### config.mk
export PLATFORM = sky130hd
export DESIGN_NAME = fgns_mac
export DESIGN_NICKNAME = d
export VERILOG_FILES = /design/src/design/fgns_pkg.sv /design/src/design/fgns_mac.sv
export SDC_FILE = /design/constraint.sdc
export NUM_CORES = 2
export LEC_CHECK = 0
export ABC_CLOCK_PERIOD_IN_PS = 8600
export BUFFER_PORTS_ARGS = -buffer_cell sky130_fd_sc_hd__buf_2
export CAP_MARGIN = 5
export CORE_MARGIN = 3
export CORE_UTILIZATION = 45
export CTS_BUF_LIST = sky130_fd_sc_hd__clkbuf_8 sky130_fd_sc_hd__clkbuf_16
export CTS_CLUSTER_DIAMETER = 100
export DETAILED_ROUTE_END_ITERATION = 10
export PLACE_DENSITY_LB_ADDON = 0.15
export SLEW_MARGIN = 20
export SYNTH_ARGS = -nofsm -noshare
export SYNTH_HDL_FRONTEND = slang
export SYNTH_SLANG_ARGS = --single-unit
### constraint.sdc
create_clock -name clock -period 8.6 [get_ports clock]
set_input_delay 0.86 -clock clock [delete_from_list [all_inputs] [get_ports clock]]
set_output_delay 0.86 -clock clock [all_outputs]
set_load 0.05 [all_outputs]
### src/design/fgns_pkg.sv
// ----------------------------------------------------------------------------
// fgns_pkg: shared types and constants for the frontier goal select block
// Request/response payloads, multiply-accumulate command and unit widths.
// ----------------------------------------------------------------------------
`default_nettype none

package fgns_pkg;

   localparam int MAX_CLUSTERS_DEF    = 1024;
   localparam int GRID_INDEX_BITS_DEF = 16;

   localparam int MUL_W  = 25;   // multiplier operand width
   localparam int HALF_W = 24;   // half of the offset magnitude width
   localparam int MAG_W  = 48;   // offset magnitude width
   localparam int OFS_W  = 50;   // signed offset width
   localparam int PROD_W = 2 * MUL_W;
   localparam int ACC_W  = 98;
   localparam int CSR_IDX_W = 3;

   localparam logic [CSR_IDX_W-1:0] CSR_ROBOT_X    = 3'd0;
   localparam logic [CSR_IDX_W-1:0] CSR_ROBOT_Y    = 3'd1;
   localparam logic [CSR_IDX_W-1:0] CSR_ORIGIN_X   = 3'd2;
   localparam logic [CSR_IDX_W-1:0] CSR_ORIGIN_Y   = 3'd3;
   localparam logic [CSR_IDX_W-1:0] CSR_CELL_SIZE  = 3'd4;
   localparam logic [CSR_IDX_W-1:0] CSR_MIN_DIST   = 3'd5;

   typedef enum logic [1:0] {
      SH_0  = 2'd0,
      SH_25 = 2'd1,
      SH_48 = 2'd2
   } shift_type;

   typedef struct packed {
      logic      issue;
      logic      load;
      shift_type shift;
   } mac_cmd_type;

   typedef struct packed {
      logic               operation;
      logic signed [31:0] rep_x;
      logic signed [31:0] rep_y;
      logic [15:0]        rep_row;
      logic [15:0]        rep_col;
      logic signed [31:0] centroid_x;
      logic signed [31:0] centroid_y;
      logic [15:0]        cell_row;
      logic [15:0]        cell_col;
      logic               end_of_cluster;
      logic               end_of_set;
   } req_type;

   typedef struct packed {
      logic               kind;
      logic [9:0]         cluster_index;
      logic               accepted;
      logic signed [31:0] goal_x;
      logic signed [31:0] goal_y;
      logic [15:0]        goal_row;
      logic [15:0]        goal_col;
      logic [63:0]        goal_distance_sq;
      logic               last_result;
   } rsp_type;

endpackage

`default_nettype wire

### src/design/fgns_mac.sv
// ----------------------------------------------------------------------------
// fgns_mac: shared multiply-accumulate unit
// Registered 25x25 product, then shifted load or add into a 98-bit accumulator.
// ----------------------------------------------------------------------------
`default_nettype none

module fgns_mac import fgns_pkg::*; (
   input  wire logic               clock,
   input  wire logic               reset,
   input  wire mac_cmd_type        cmd,
   input  wire logic [MUL_W-1:0]   op_a,
   input  wire logic [MUL_W-1:0]   op_b,
   output logic      [ACC_W-1:0]   acc
);

   logic [PROD_W-1:0] prod_ff, prod_in;
   mac_cmd_type       pend_ff, pend_in;
   logic [ACC_W-1:0]  acc_ff, acc_in;
   logic [ACC_W-1:0]  shifted;

   always_comb begin
      prod_in = op_a * op_b;
      pend_in = cmd;
      case (pend_ff.shift)
         SH_25:   shifted = ACC_W'(prod_ff) << 25;
         SH_48:   shifted = ACC_W'(prod_ff) << 48;
         default: shifted = ACC_W'(prod_ff);
      endcase
      acc_in = acc_ff;
      if (pend_ff.issue) begin
         acc_in = pend_ff.load ? shifted : acc_ff + shifted;
      end
   end

   always_ff @(posedge clock) begin
      prod_ff <= prod_in;
      acc_ff  <= acc_in;
      if (reset) begin
         pend_ff <= '0;
      end else begin
         pend_ff <= pend_in;
      end
   end

   assign acc = acc_ff;

endmodule

`default_nettype wire

==> results.sh <==
export IMPL_dr_pass1_iters=7
export IMPL_critPathMaxFanout=25
export IMPL_endpoint_kind="register"
export IMPL_gp_congestion=0.963
export IMPL_post_cts_resized=0
export IMPL_clk_latency_ns=0.45
export IMPL_first_global_vias=26000
export IMPL_grt_max_degree=76
export IMPL_netlist_top_cells_area="fa_1, ha_1, edfxtp_1"
export IMPL_synth_edff_count=98
export IMPL_reg2reg_to="acc[93]"
export IMPL_post_drt_wl_per_cell_um=21.4
export IMPL_design_die_area_um2=75100
export IMPL_drtAntennaViolNets=0
export IMPL_reg2reg_slack_ns=2.71
export IMPL_period_minus_slack_ns=7.76
export IMPL_min_from="reset"
export IMPL_rsz0062_at_grt="no"
export IMPL_drive_gt1_share_pct=6.93
export IMPL_ys_ff_latch=152
export IMPL_slowest_stage="fa_1"
export IMPL_outcome="finished clean"
export IMPL_hpwl_mm=80.1
export IMPL_ctsHoldBuffers=0
export IMPL_hold_viol=0
export IMPL_worst_pin_slew_ns=1.04
export IMPL_grt_overflow=0
export IMPL_hold_path_depth=2
export IMPL_drt_wl_total_mm=99.6
export IMPL_start_util_pct=45.8
export IMPL_skew_ns=0.0149
export IMPL_yosys_warnings=0
export IMPL_postCtsSetupBuffers=0
export IMPL_path_common_cell="fa_1"
export IMPL_drv_cap=0
export IMPL_met1_usage_pct=37.4
export IMPL_slowest_delay_ns=0.54
export IMPL_start_kind="input pin"
export IMPL_synthArstFlopShare_pct=0
export IMPL_r2r_start="pend_ff[0]"
export IMPL_slew_viol_final=0
export IMPL_clockRootBuffer="clkbuf_16"
export IMPL_netlist_area_leader_share_pct=32.6
export IMPL_syn_mean_instance_area_um2=8.73
export IMPL_track_usage_pct=26.8
export IMPL_path_delay_family="adder cells"
export IMPL_synth_cells=3704
export IMPL_fp_dieH_um=274
export IMPL_clockBufferDepth=2
export IMPL_nets=4579
export IMPL_synth_fp_nets=4571
export IMPL_coreArea_um2=70600
export IMPL_synth_ff_type="edfxtp_1"
export IMPL_clk_pin_slew_ns=0.07
export IMPL_cts_buffers_inserted=17
export IMPL_rows=97
export IMPL_synth_seq_area_share_pct=12.5
export IMPL_fillers=6908
export IMPL_syn_area_um2=32300
export IMPL_vias=25500
export IMPL_cp_data_arrival_time_ns=8.14
export IMPL_yosysTopAreaCell="fa_1"
export IMPL_grt_busiest_layer="met2"
export IMPL_num_io_pins=154
export IMPL_fp_dieW_um=274
export IMPL_worst_endpoint_required_ns=8.98
export IMPL_finalSetupTns_ns=0
export IMPL_grt_pass1_wl_mm=154
export IMPL_use_met2_pct=43.6
export IMPL_clkSinkCount=152
export IMPL_area_delta_synth_final_pct=6.24
export IMPL_cts_htree_levels=4
export IMPL_dr_first_iter_drc_count=1791
export IMPL_hold_path_end="pend_ff[2]"
export IMPL_setup_viol=0
export IMPL_cts_tree="yes"
export IMPL_antenna_found_initial=2
export IMPL_hp_class="input pin to register"
export IMPL_grtUsageMet3_pct=3.33
export IMPL_timing_fmax_ghz=0.129
export IMPL_port_buffers=153
export IMPL_vias_per_cell=5.46
export IMPL_yosysUniqueCellTypes=88
export IMPL_crit_type="input pin to register"
export IMPL_path_buf_inv=5
export IMPL_max_slew_margin_pct=30.2
export IMPL_reg2reg_depth=18
export IMPL_drc=0
export IMPL_layout_worst_path_cycle_share_pct=90.2
==> how the worst max path moves through the flow <==
stage | cells past startpoint | from | slack, ns | endpoint
3_5_place_dp | 27 | op_b[2] | 0.42 | prod_ff[42]
6_report | 26 | op_b[2] | 0.84 | prod_ff[43]
3_3_place_gp | 27 | op_b[2] | 0.48 | prod_ff[42]
5_1_grt | 27 | op_b[2] | 0.46 | prod_ff[42]
4_1_cts | 27 | op_b[2] | 0.89 | prod_ff[42]
2_1_floorplan | 29 | op_b[4] | 1.04 | prod_ff[42]
==> per-stage QoR <==
step	instances	setup slack (ns)	utilization (%)	hold slack, ns	cell area, µm²
2_1_floorplan	3704	1.04	-	0.577	32300
3_3_place_gp	4633	0.480	47.8	0.720	33800
3_5_place_dp	4633	0.418	47.8	0.733	33800
4_1_cts	4665	0.889	48.6	0.576	34300
5_1_grt	4666	0.459	48.6	0.591	34300
6_report	4666	0.839	48.6	0.595	34300
==> cells by family (layout without fill, tap and decap cells) <==
group                      after synthesis  count (layout)  share of synthesized area, %
and+or+nand+nor                       1122            1122                          17.1
buffers and inverters                  821             842                          9.60
DFF                                    152             152                          12.5
muxes                                    6               6                         0.205
other                                    0               1                             0
xor gates and xnor gates               140             140                          3.79
AOI/OAI and AO/OA                      652             652                          13.2
adders and majority gates              811             811                          43.6
==> synth_stat cells (all sizes together), types with 7 or more instances <==
library cell / instances
nand4: 45
ha: 284
o31ai: 16
edfxtp: 98
nor3: 29
nor4: 7
nand3: 28
o21ai: 159
a21o: 103
a31oi: 12
nor2b: 17
dfxtp: 54
xnor2: 88
a211oi: 11
o21a: 25
xor2: 52
inv: 622
buf: 13
fa: 527
clkbuf: 186
nand2b: 15
a21oi: 194
and3: 11
o21bai: 27
nor2: 105
and2: 368
nand2: 481
a22o: 48
==> layout by cell type (no fill, tap or decap), types with 5 or more instances in the layout <==
cell,n
inv_1,624
fa_1,527
nand2_1,479
and2_1,367
ha_1,284
a21oi_1,192
buf_2,153
o21ai_0,144
nor2_1,105
a21o_1,102
edfxtp_1,98
xnor2_1,88
xor2_1,52
dfxtp_1,52
a22o_1,48
nand4_1,44
buf_4,35
nand3_1,28
nor3_1,27
o21bai_1,26
o21a_1,24
clkbuf_16,20
nor2b_1,16
nand2b_1,15
o21ai_1,13
a31oi_1,12
and3_1,11
o31ai_1,11
a211oi_1,10
nor4_1,6
o31a_1,5
mux2_2,5
==> metal layers <==
metal	wire, µm	vias up
li1	-	11800
met1	44800	12600
met2	45800	886
met3	6130	152
met4	2950	0
met5	0	-
==> sequential cells by signal (all words and copies together), names as in the netlist <==
register	flops
acc	98
prod_ff	50
pend_ff	4
==> cell type report <==
class                      instances  area [µm²]  area share (%)
tap                              940        1180            3.43
clock inverter                    12        70.1           0.204
antenna                            1        2.50         0.00729
multi-input combinational       2731       25200            73.4
timing repair buffer             188        1030            3.00
sequential                       152        4030            11.7
clock buffer                      20         500            1.46
inverter                         622        2330            6.80
Power is left out: the tool's default activity adds up to more than one toggle a clock period on the data nets, which glitch-free logic cannot reach.
